File: config.mk
export PLATFORM = sky130hd
export DESIGN_NAME = sortable_element_table_top
export DESIGN_NICKNAME = d
export VERILOG_FILES = /design/src/hw/rtl/sorttab_pkg.sv /design/src/hw/rtl/sorttab_ctrl.sv /design/src/hw/rtl/sorttab_dp.sv /design/src/hw/rtl/sortable_element_table_top.sv
export SDC_FILE = /design/constraint.sdc
export NUM_CORES = 2
export LEC_CHECK = 0
export ABC_AREA = 0
export BUFFER_PORTS_ARGS = -buffer_cell sky130_fd_sc_hd__buf_2
export CAP_MARGIN = 20
export CORE_ASPECT_RATIO = 0.6
export CORE_MARGIN = 5
export CORE_UTILIZATION = 45
export DETAILED_ROUTE_END_ITERATION = 8
export HOLD_SLACK_MARGIN = 0.12
export PLACE_DENSITY = 0.57
export SYNTH_ARGS = -nofsm -noshare
export SYNTH_HDL_FRONTEND = slang
export SYNTH_HIERARCHICAL = 1
export SYNTH_SLANG_ARGS = --single-unit
File: constraint.sdc
create_clock -name aclk -period 7.5 [get_ports aclk]
set_input_delay 1.125 -clock aclk [delete_from_list [all_inputs] [get_ports aclk]]
set_output_delay 1.125 -clock aclk [all_outputs]
set_load 0.01 [all_outputs]
File: src/hw/rtl/sorttab_pkg.sv
// ----------------------------------------------------------------------------
// sorttab_pkg
// Shared widths, codes and controller/datapath interface types for the
// sortable element table.
// ----------------------------------------------------------------------------
package sorttab_pkg;

    // Default table geometry
    localparam int CAPACITY_DEF     = 64;
    localparam int ELEMENT_BITS_DEF = 32;

    // Field widths of one command and one result
    localparam int OP_W         = 3;
    localparam int VALUE_W      = 32;
    localparam int INDEX_W      = 6;
    localparam int STATUS_W     = 2;
    localparam int POSITION_W   = 6;
    localparam int READ_VALUE_W = 32;
    localparam int COUNT_W      = 7;

    // Stream packing
    localparam int S_TUSER_W = OP_W;
    localparam int VALUE_LSB = 0;
    localparam int INDEX_LSB = VALUE_LSB + VALUE_W;
    localparam int S_TDATA_W = ((INDEX_LSB + INDEX_W + 7) / 8) * 8;
    localparam int M_TDATA_BITS = STATUS_W + 1 + POSITION_W + READ_VALUE_W + COUNT_W;
    localparam int M_TDATA_W = ((M_TDATA_BITS + 7) / 8) * 8;

    // Operation codes
    localparam logic [OP_W-1:0] OP_APPEND = 3'd0;
    localparam logic [OP_W-1:0] OP_DELETE = 3'd1;
    localparam logic [OP_W-1:0] OP_FIND   = 3'd2;
    localparam logic [OP_W-1:0] OP_SORT   = 3'd3;
    localparam logic [OP_W-1:0] OP_READ   = 3'd4;

    // Result status codes
    localparam logic [STATUS_W-1:0] ST_DONE  = 2'd0;
    localparam logic [STATUS_W-1:0] ST_FULL  = 2'd1;
    localparam logic [STATUS_W-1:0] ST_RANGE = 2'd2;

    // Controller to datapath
    typedef struct packed {
        logic capture;     // latch the incoming transaction, clear result fields
        logic append;      // store value at the end, or flag full
        logic set_range;   // flag index past count
        logic scan_start;  // load scan pointer and limit for the current command
        logic scan_step;   // issue one read, process the previous one
        logic drop_last;   // shrink the fill count after delete
        logic sort_init;   // reset the sort outer position
        logic sort_store;  // write back the minimum, advance outer position
        logic out_load;    // move the result into the output register
    } cmd_t;

    // Datapath to controller
    typedef struct packed {
        logic [OP_W-1:0] op;
        logic            idx_ge_fill;
        logic            scan_done;
        logic            sort_done;
        logic            out_busy;
    } stat_t;

endpackage

File: src/hw/rtl/sorttab_ctrl.sv
// ----------------------------------------------------------------------------
// sorttab_ctrl
// Command sequencer: accepts one transaction, steps the datapath through
// append, scan or sort passes, then hands the result to the output register.
// ----------------------------------------------------------------------------
module sorttab_ctrl (
    input  logic                aclk,
    input  logic                aresetn,
    input  logic                s_tvalid,
    output logic                s_tready,
    output sorttab_pkg::cmd_t   cmd,
    input  sorttab_pkg::stat_t  stat
);

    localparam logic [2:0] S_IDLE       = 3'd0;
    localparam logic [2:0] S_DISPATCH   = 3'd1;
    localparam logic [2:0] S_SCAN       = 3'd2;
    localparam logic [2:0] S_SORT_OUTER = 3'd3;
    localparam logic [2:0] S_SORT_SCAN  = 3'd4;
    localparam logic [2:0] S_RESP       = 3'd5;

    logic [2:0] state_reg;
    logic [2:0] state_next;

    always_ff @(posedge aclk) begin
        if (!aresetn) begin
            state_reg <= S_IDLE;
        end else begin
            state_reg <= state_next;
        end
    end

    always_comb begin
        cmd        = '0;
        state_next = state_reg;
        s_tready   = (state_reg == S_IDLE);
        unique case (state_reg)
            S_IDLE: begin
                if (s_tvalid) begin
                    cmd.capture = 1'b1;
                    state_next  = S_DISPATCH;
                end
            end
            S_DISPATCH: begin
                unique case (stat.op)
                    sorttab_pkg::OP_APPEND: begin
                        cmd.append = 1'b1;
                        state_next = S_RESP;
                    end
                    sorttab_pkg::OP_DELETE,
                    sorttab_pkg::OP_READ: begin
                        if (stat.idx_ge_fill) begin
                            cmd.set_range = 1'b1;
                            state_next    = S_RESP;
                        end else begin
                            cmd.scan_start = 1'b1;
                            state_next     = S_SCAN;
                        end
                    end
                    sorttab_pkg::OP_FIND: begin
                        cmd.scan_start = 1'b1;
                        state_next     = S_SCAN;
                    end
                    sorttab_pkg::OP_SORT: begin
                        cmd.sort_init = 1'b1;
                        state_next    = S_SORT_OUTER;
                    end
                    default: begin
                        state_next = S_RESP;
                    end
                endcase
            end
            S_SCAN: begin
                cmd.scan_step = 1'b1;
                if (stat.scan_done) begin
                    cmd.drop_last = (stat.op == sorttab_pkg::OP_DELETE);
                    state_next    = S_RESP;
                end
            end
            S_SORT_OUTER: begin
                if (stat.sort_done) begin
                    state_next = S_RESP;
                end else begin
                    cmd.scan_start = 1'b1;
                    state_next     = S_SORT_SCAN;
                end
            end
            S_SORT_SCAN: begin
                cmd.scan_step = 1'b1;
                if (stat.scan_done) begin
                    cmd.sort_store = 1'b1;
                    state_next     = S_SORT_OUTER;
                end
            end
            S_RESP: begin
                // hold until the output register frees up
                if (!stat.out_busy) begin
                    cmd.out_load = 1'b1;
                    state_next   = S_IDLE;
                end
            end
            default: begin
                state_next = S_IDLE;
            end
        endcase
    end

endmodule

File: src/hw/rtl/sorttab_dp.sv
// ----------------------------------------------------------------------------
// sorttab_dp
// Datapath: entry memory, fill count, scan pointer with registered read
// pipeline, sort minimum register, result fields and output register.
// ----------------------------------------------------------------------------
module sorttab_dp #(
    parameter int CAPACITY     = sorttab_pkg::CAPACITY_DEF,
    parameter int ELEMENT_BITS = sorttab_pkg::ELEMENT_BITS_DEF
) (
    input  logic                                 aclk,
    input  logic                                 aresetn,
    input  logic [sorttab_pkg::OP_W-1:0]         s_operation,
    input  logic [sorttab_pkg::VALUE_W-1:0]      s_value,
    input  logic [sorttab_pkg::INDEX_W-1:0]      s_index,
    input  sorttab_pkg::cmd_t                    cmd,
    output sorttab_pkg::stat_t                   stat,
    input  logic                                 m_tready,
    output logic                                 m_tvalid,
    output logic [sorttab_pkg::M_TDATA_W-1:0]    m_tdata
);

    localparam int ADDR_W = $clog2(CAPACITY);
    localparam int CNT_W  = $clog2(CAPACITY + 1);
    localparam int IW = (CNT_W > sorttab_pkg::INDEX_W) ? CNT_W : sorttab_pkg::INDEX_W;
    localparam int VW = (ELEMENT_BITS > sorttab_pkg::VALUE_W) ?
                        ELEMENT_BITS : sorttab_pkg::VALUE_W;
    localparam int RW = (ELEMENT_BITS > sorttab_pkg::READ_VALUE_W) ?
                        ELEMENT_BITS : sorttab_pkg::READ_VALUE_W;
    localparam int PW = (ADDR_W > sorttab_pkg::POSITION_W) ?
                        ADDR_W : sorttab_pkg::POSITION_W;
    localparam int CW = (CNT_W > sorttab_pkg::COUNT_W) ? CNT_W : sorttab_pkg::COUNT_W;

    logic [ELEMENT_BITS-1:0] mem [CAPACITY];

    logic [sorttab_pkg::OP_W-1:0]       op_reg;
    logic [ELEMENT_BITS-1:0]            val_reg;
    logic [sorttab_pkg::INDEX_W-1:0]    idx_reg;
    logic [CNT_W-1:0]                   fill_reg;
    logic [CNT_W-1:0]                   ptr_reg;
    logic [CNT_W-1:0]                   end_reg;
    logic [CNT_W-1:0]                   a_reg;
    logic                               pend_reg;
    logic [ADDR_W-1:0]                  pend_addr_reg;
    logic [ELEMENT_BITS-1:0]            rd_data_reg;
    logic [ELEMENT_BITS-1:0]            cur_reg;
    logic [sorttab_pkg::STATUS_W-1:0]   status_reg;
    logic                               found_reg;
    logic [ADDR_W-1:0]                  pos_reg;
    logic [ELEMENT_BITS-1:0]            rdval_reg;
    logic                               m_tvalid_reg;
    logic [sorttab_pkg::M_TDATA_W-1:0]  m_tdata_reg;

    logic [VW-1:0]           val_w;
    logic [IW-1:0]           idx_w;
    logic [IW-1:0]           fill_w;
    logic [CNT_W-1:0]        idx_cnt;
    logic                    full;
    logic                    rd_issue;
    logic                    proc;
    logic                    is_first;
    logic                    cur_gt;
    logic [CNT_W-1:0]        scan_first;
    logic [CNT_W-1:0]        scan_end;
    logic                    we;
    logic [ADDR_W-1:0]       waddr;
    logic [ELEMENT_BITS-1:0] wdata;
    logic [PW-1:0]           pos_w;
    logic [RW-1:0]           rdval_w;
    logic [CW-1:0]           count_w;

    assign val_w    = VW'(s_value);
    assign idx_w    = IW'(idx_reg);
    assign fill_w   = IW'(fill_reg);
    assign idx_cnt  = idx_w[CNT_W-1:0];
    assign full     = (fill_reg == CNT_W'(CAPACITY));
    assign rd_issue = cmd.scan_step && (ptr_reg < end_reg);
    assign proc     = cmd.scan_step && pend_reg;
    assign is_first = (pend_addr_reg == a_reg[ADDR_W-1:0]);
    assign cur_gt   = (cur_reg > rd_data_reg);

    assign pos_w   = PW'(pos_reg);
    assign rdval_w = RW'(rdval_reg);
    assign count_w = CW'(fill_reg);

    always_comb begin
        unique case (op_reg)
            sorttab_pkg::OP_FIND:   scan_first = '0;
            sorttab_pkg::OP_DELETE: scan_first = idx_cnt + CNT_W'(1);
            sorttab_pkg::OP_READ:   scan_first = idx_cnt;
            default:                scan_first = a_reg;
        endcase
        scan_end = (op_reg == sorttab_pkg::OP_READ) ? idx_cnt + CNT_W'(1) : fill_reg;
    end

    // single write port
    always_comb begin
        we    = 1'b0;
        waddr = '0;
        wdata = cur_reg;
        priority if (cmd.append && !full) begin
            we    = 1'b1;
            waddr = fill_reg[ADDR_W-1:0];
            wdata = val_reg;
        end else if (cmd.sort_store) begin
            we    = 1'b1;
            waddr = a_reg[ADDR_W-1:0];
        end else if (proc && op_reg == sorttab_pkg::OP_DELETE) begin
            // shift the entry down one slot
            we    = 1'b1;
            waddr = pend_addr_reg - ADDR_W'(1);
            wdata = rd_data_reg;
        end else if (proc && op_reg == sorttab_pkg::OP_SORT && !is_first && cur_gt) begin
            // exchange: larger value goes back, smaller one is kept
            we    = 1'b1;
            waddr = pend_addr_reg;
        end else begin
            // hold the memory
            we    = 1'b0;
        end
    end

    always_ff @(posedge aclk) begin
        if (we) begin
            mem[waddr] <= wdata;
        end
        if (rd_issue) begin
            rd_data_reg <= mem[ptr_reg[ADDR_W-1:0]];
        end
    end

    always_ff @(posedge aclk) begin
        if (!aresetn) begin
            fill_reg     <= '0;
            pend_reg     <= 1'b0;
            m_tvalid_reg <= 1'b0;
        end else begin
            if (cmd.append && !full) begin
                fill_reg <= fill_reg + CNT_W'(1);
            end else if (cmd.drop_last) begin
                fill_reg <= fill_reg - CNT_W'(1);
            end
            if (cmd.scan_start) begin
                pend_reg <= 1'b0;
            end else if (cmd.scan_step) begin
                pend_reg <= rd_issue;
            end
            if (cmd.out_load) begin
                m_tvalid_reg <= 1'b1;
            end else if (m_tready) begin
                m_tvalid_reg <= 1'b0;
            end
        end
    end

    always_ff @(posedge aclk) begin
        if (cmd.capture) begin
            op_reg     <= s_operation;
            val_reg    <= val_w[ELEMENT_BITS-1:0];
            idx_reg    <= s_index;
            status_reg <= sorttab_pkg::ST_DONE;
            found_reg  <= 1'b0;
            pos_reg    <= '0;
            rdval_reg  <= '0;
        end
        if (cmd.set_range) begin
            status_reg <= sorttab_pkg::ST_RANGE;
        end
        if (cmd.append && full) begin
            status_reg <= sorttab_pkg::ST_FULL;
        end
        if (cmd.sort_init) begin
            a_reg <= '0;
        end else if (cmd.sort_store) begin
            a_reg <= a_reg + CNT_W'(1);
        end
        if (cmd.scan_start) begin
            ptr_reg <= scan_first;
            end_reg <= scan_end;
        end else if (rd_issue) begin
            ptr_reg       <= ptr_reg + CNT_W'(1);
            pend_addr_reg <= ptr_reg[ADDR_W-1:0];
        end
        if (proc) begin
            unique case (op_reg)
                sorttab_pkg::OP_FIND: begin
                    if (rd_data_reg == val_reg) begin
                        found_reg <= 1'b1;
                        pos_reg   <= pend_addr_reg;
                    end
                end
                sorttab_pkg::OP_READ: begin
                    rdval_reg <= rd_data_reg;
                end
                sorttab_pkg::OP_SORT: begin
                    if (is_first || cur_gt) begin
                        cur_reg <= rd_data_reg;
                    end
                end
                default: begin
                end
            endcase
        end
        if (cmd.out_load) begin
            m_tdata_reg <= sorttab_pkg::M_TDATA_W'({
                count_w[sorttab_pkg::COUNT_W-1:0],
                rdval_w[sorttab_pkg::READ_VALUE_W-1:0],
                pos_w[sorttab_pkg::POSITION_W-1:0],
                found_reg,
                status_reg
            });
        end
    end

    assign stat.op          = op_reg;
    assign stat.idx_ge_fill = (idx_w >= fill_w);
    assign stat.scan_done   = !pend_reg && !(ptr_reg < end_reg);
    assign stat.sort_done   = (a_reg >= fill_reg);
    assign stat.out_busy    = m_tvalid_reg && !m_tready;

    assign m_tvalid = m_tvalid_reg;
    assign m_tdata  = m_tdata_reg;

endmodule

File: src/hw/rtl/sortable_element_table_top.sv
// ----------------------------------------------------------------------------
// sortable_element_table_top
// Bounded table of unsigned elements with append, delete, find, sort, read.
// ----------------------------------------------------------------------------
// Usage:
//   Each slave-side transaction carries one command (operation in s_tuser,
//   value and index in s_tdata). Exactly one result transaction follows on
//   the master side with status, found, position, read_value and count.
//   Commands are handled one at a time; s_tready is high only while the
//   block waits for a command.
// Work per command (n = fill count):
//   append, unused codes, out-of-range delete/read: no memory scan
//   read: one entry read; find: scans all n entries; delete at i: shifts entries i+1 to n-1
//   sort: one scan of the single-read-port entry memory from each outer
//   position of the exchange sort to the end.
// Result register: a finished result waits in the output register; the block
//   takes the next command while it waits, and only stalls at the end of
//   that command if the receiver still holds m_tready low.
// Reset: aresetn (synchronous, active low) empties the table and drops any
//   pending result. Entry storage is not cleared; entries past the count are
//   never read.
// ----------------------------------------------------------------------------
module sortable_element_table_top #(
    parameter int CAPACITY     = sorttab_pkg::CAPACITY_DEF,
    parameter int ELEMENT_BITS = sorttab_pkg::ELEMENT_BITS_DEF
) (
    input  logic                                aclk,
    input  logic                                aresetn,
    input  logic                                s_tvalid,
    output logic                                s_tready,
    // [31:0] value, [37:32] index, [39:38] zero
    input  logic [sorttab_pkg::S_TDATA_W-1:0]   s_tdata,
    // [2:0] operation
    input  logic [sorttab_pkg::S_TUSER_W-1:0]   s_tuser,
    output logic                                m_tvalid,
    input  logic                                m_tready,
    // [1:0] status, [2] found, [8:3] position, [40:9] read_value, [47:41] count
    output logic [sorttab_pkg::M_TDATA_W-1:0]   m_tdata
);

    sorttab_pkg::cmd_t  cmd;
    sorttab_pkg::stat_t stat;

    sorttab_ctrl u_ctrl (
        .aclk     (aclk),
        .aresetn  (aresetn),
        .s_tvalid (s_tvalid),
        .s_tready (s_tready),
        .cmd      (cmd),
        .stat     (stat)
    );

    sorttab_dp #(
        .CAPACITY     (CAPACITY),
        .ELEMENT_BITS (ELEMENT_BITS)
    ) u_dp (
        .aclk        (aclk),
        .aresetn     (aresetn),
        .s_operation (s_tuser[sorttab_pkg::OP_W-1:0]),
        .s_value     (s_tdata[sorttab_pkg::VALUE_LSB +: sorttab_pkg::VALUE_W]),
        .s_index     (s_tdata[sorttab_pkg::INDEX_LSB +: sorttab_pkg::INDEX_W]),
        .cmd         (cmd),
        .stat        (stat),
        .m_tready    (m_tready),
        .m_tvalid    (m_tvalid),
        .m_tdata     (m_tdata)
    );

endmodule

==> flow_metrics.tcl <==
set metrics [dict create \
    drive_gt1_share_pct 30.5 \
    worstReg2RegStart "u_dp/ptr_reg[1]$_DFFE_PP_" \
    pwr_density_cell_nw_per_um2 348 \
    min_period_ps 6000 \
    port_buffers 94 \
    start_util_pct 45.2 \
    io_pins 97 \
    status "complete, no violations" \
    routed_wl_mm 235 \
    finalClockSkew_ps 44.7 \
    cp.required_ps 8010 \
    syn_area_um2 88700 \
    grt_pass1_wl_mm 329 \
    antenna_found_initial 29 \
    finalSetupViolations 0 \
    hp-class "reg2reg" \
    tightest_slew_ps 1170 \
    largest_register_ffs 2048 \
    slew_viol_final 0 \
    grt_max_degree 140 \
    synthCells 3943 \
    final_nets 4313 \
    first_global_vias 41400 \
    clock-sinks 2281 \
    dieHeight_um 354 \
    cts-resized-gates 0 \
    detail-route-antenna-nets 0 \
    cts_setup_buffers 0 \
    synthFlopType "edfxtp_1" \
    ys_ff_latch 2281 \
    die_x_um 583 \
    cts_tree "done" \
    total_leakage_power_nw 31.1 \
    min_period_over_period_pct 80.0 \
    critPathMaxFanout 33 \
    timing.fmax_ghz 0.167 \
    ctsHoldBuffers 0 \
    synthArstFlopShare_pct 0 \
    yosys_warnings 6 \
    synth-edff-count 2221 \
    final_hold_viol_count 0 \
    area_growth_pct 13.2 \
    crit_arrival_ps 6520 \
    yosysTopAreaCell "edfxtp_1" \
    cts_inserted_buffers 205 \
    wire_per_inst_um 33.7 \
    placed_cell_area_um2 93800 \
    vias 42600 \
    fp-row-count 126 \
    hp-start "u_dp/rdval_reg[28]$_DFF_P_" \
    startpoint_type "register" \
    syn_nets 4051 \
    ys_seq_area_share_pct 76.5 \
    end_kind "register" \
    synth_top_cell_area_share_pct 75.2 \
    clk_pin_slew_ps 60 \
    critPathKind "reg2reg" \
    gp_congestion 0.866 \
    mostFrequentLayoutCells "2221 x edfxtp_1, 672 x mux4_2, 210 x clkbuf_16, 153 x nand2_1, 134 x buf_4" \
    drtIter0Drc 5650 \
    drc 0 \
    final.setup.tns_ps 0 \
    clk_latency_ps 850 \
    hpwl_mm 139 \
    rsz0062_at_grt "no" \
    grt_usage_pct 22.7 \
    ys_types 70 \
    avgSynthCellArea_um2 22.5 \
    synthTopCellsByArea "edfxtp_1 75%, mux4_2 17%, dfxtp_1 1.4%" \
    maxCapViolations 0 \
    die_area_um2 206000 \
    vias_per_cell 6.10 \
    overflow 0 \
    root_buffer "clkbuf_16" \
    htree_levels 4 \
    clockBufferDepth 4 \
    critPathLaunch "u_dp/ptr_reg[1]$_DFFE_PP_" \
    final_common_cell "edfxtp_1" \
    final_area_um2 100000 \
    ir_drop_mv 0.261 \
    dr.pass1.iters 5 \
    relSlewSlack_pct 22.0 \
    core_um2 196000 \
]
## layer usage
| metal | wire length (µm) | track usage (%) | part of all wire, % | vias up |
|---|---|---|---|---|
| li1 | - | - | - | 17100 |
| met1 | 106000 | 36.9 | 45 | 23100 |
| met2 | 97900 | 30.9 | 42 | 2089 |
| met3 | 26700 | 5.93 | 11 | 290 |
| met4 | 4840 | 4.44 | 2.1 | 10 |
| met5 | 66 | 0 | 0.028 | - |
## cell families after synthesis
family | after synthesis | share of synthesized area [%]
buffers and inverters | 255 | 1.15
AO/OA/AOI/OAI | 196 | 1.36
XOR/XNOR | 64 | 0.632
AND/OR/NAND/NOR | 379 | 2.01
adder cells (fa/ha/maj) | 61 | 0.869
multiplexers | 707 | 17.5
flip-flops | 2281 | 76.5
## per-stage QoR
step | setup slack [ps] | hold WS (ps) | utilization [%] | total power, W | std cells
floorplan | 1090 | 408 | - | 0.0210 | 3943
global placement | 1580 | 421 | 47.7 | 0.0249 | 6606
detailed placement | 1550 | 415 | 47.8 | 0.0249 | 6611
CTS | 1520 | 399 | 51.0 | 0.0351 | 6966
global route | 1190 | 413 | 51.1 | 0.0362 | 6977
finish | 1500 | 433 | 51.1 | 0.0349 | 6983
## layout make-up
type                       count  area, µm²
tap                         2624       3280
multi-input combinational   1407      20700
clock buffer                 249       5410
clock inverter               106        941
sequential                  2281      67900
timing repair buffer         252       1970
fill                       15400      96000
antenna                        6       15.0
inverter                      58        218
## cells in the mapped netlist, drive strengths merged, types with 8 or more instances
master,n
mux4,672
inv,58
a21oi,34
nand3,15
nor2b,10
and2,9
nand4,21
buf,56
ha,60
edfxtp,2221
clkbuf,141
nand2b,13
xor2,13
nor4,12
mux2i,35
dfxtp,60
nand2,156
nor2,100
a211oi,8
a21o,17
o21ai,97
xnor2,51
nor3,14
## where the power goes
part	internal, W	switching [W]	total, W
Sequential	0.0146	0.000418	0.0151
Combinational	0.00398	0.00564	0.00961
Clock	0.00566	0.00457	0.0102
## path summary, 6_finish.rpt
| kind | to | slack, ps | depth (start not counted) |
|---|---|---|---|
| worst max register to register | u_dp/mem[7][11]$_DFFE_PP_ | 1500 | 17 |
| worst min-delay path | u_dp/m_tdata[37]$_DFFE_PP_ | 430 | 0 |
| worst max-delay path | u_dp/mem[7][11]$_DFFE_PP_ | 1500 | 17 |
| worst min register to register | u_dp/m_tdata[37]$_DFFE_PP_ | 430 | 0 |
## critical path: stages, from the launching register on
cell	delay, ps
edfxtp_1	440
ha_1	300
a21o_1	100
a21o_1	100
a21o_1	110
a21o_1	140
a21o_1	160
a21oi_1	130
nor2_1	340
and4bb_2	660
nor2_4	90
buf_4	330
a22o_1	270
a222oi_1	340
buf_4	250
nand2b_1	510
nor2_4	950
buf_4	410
Power figures use the tool's default switching activity.
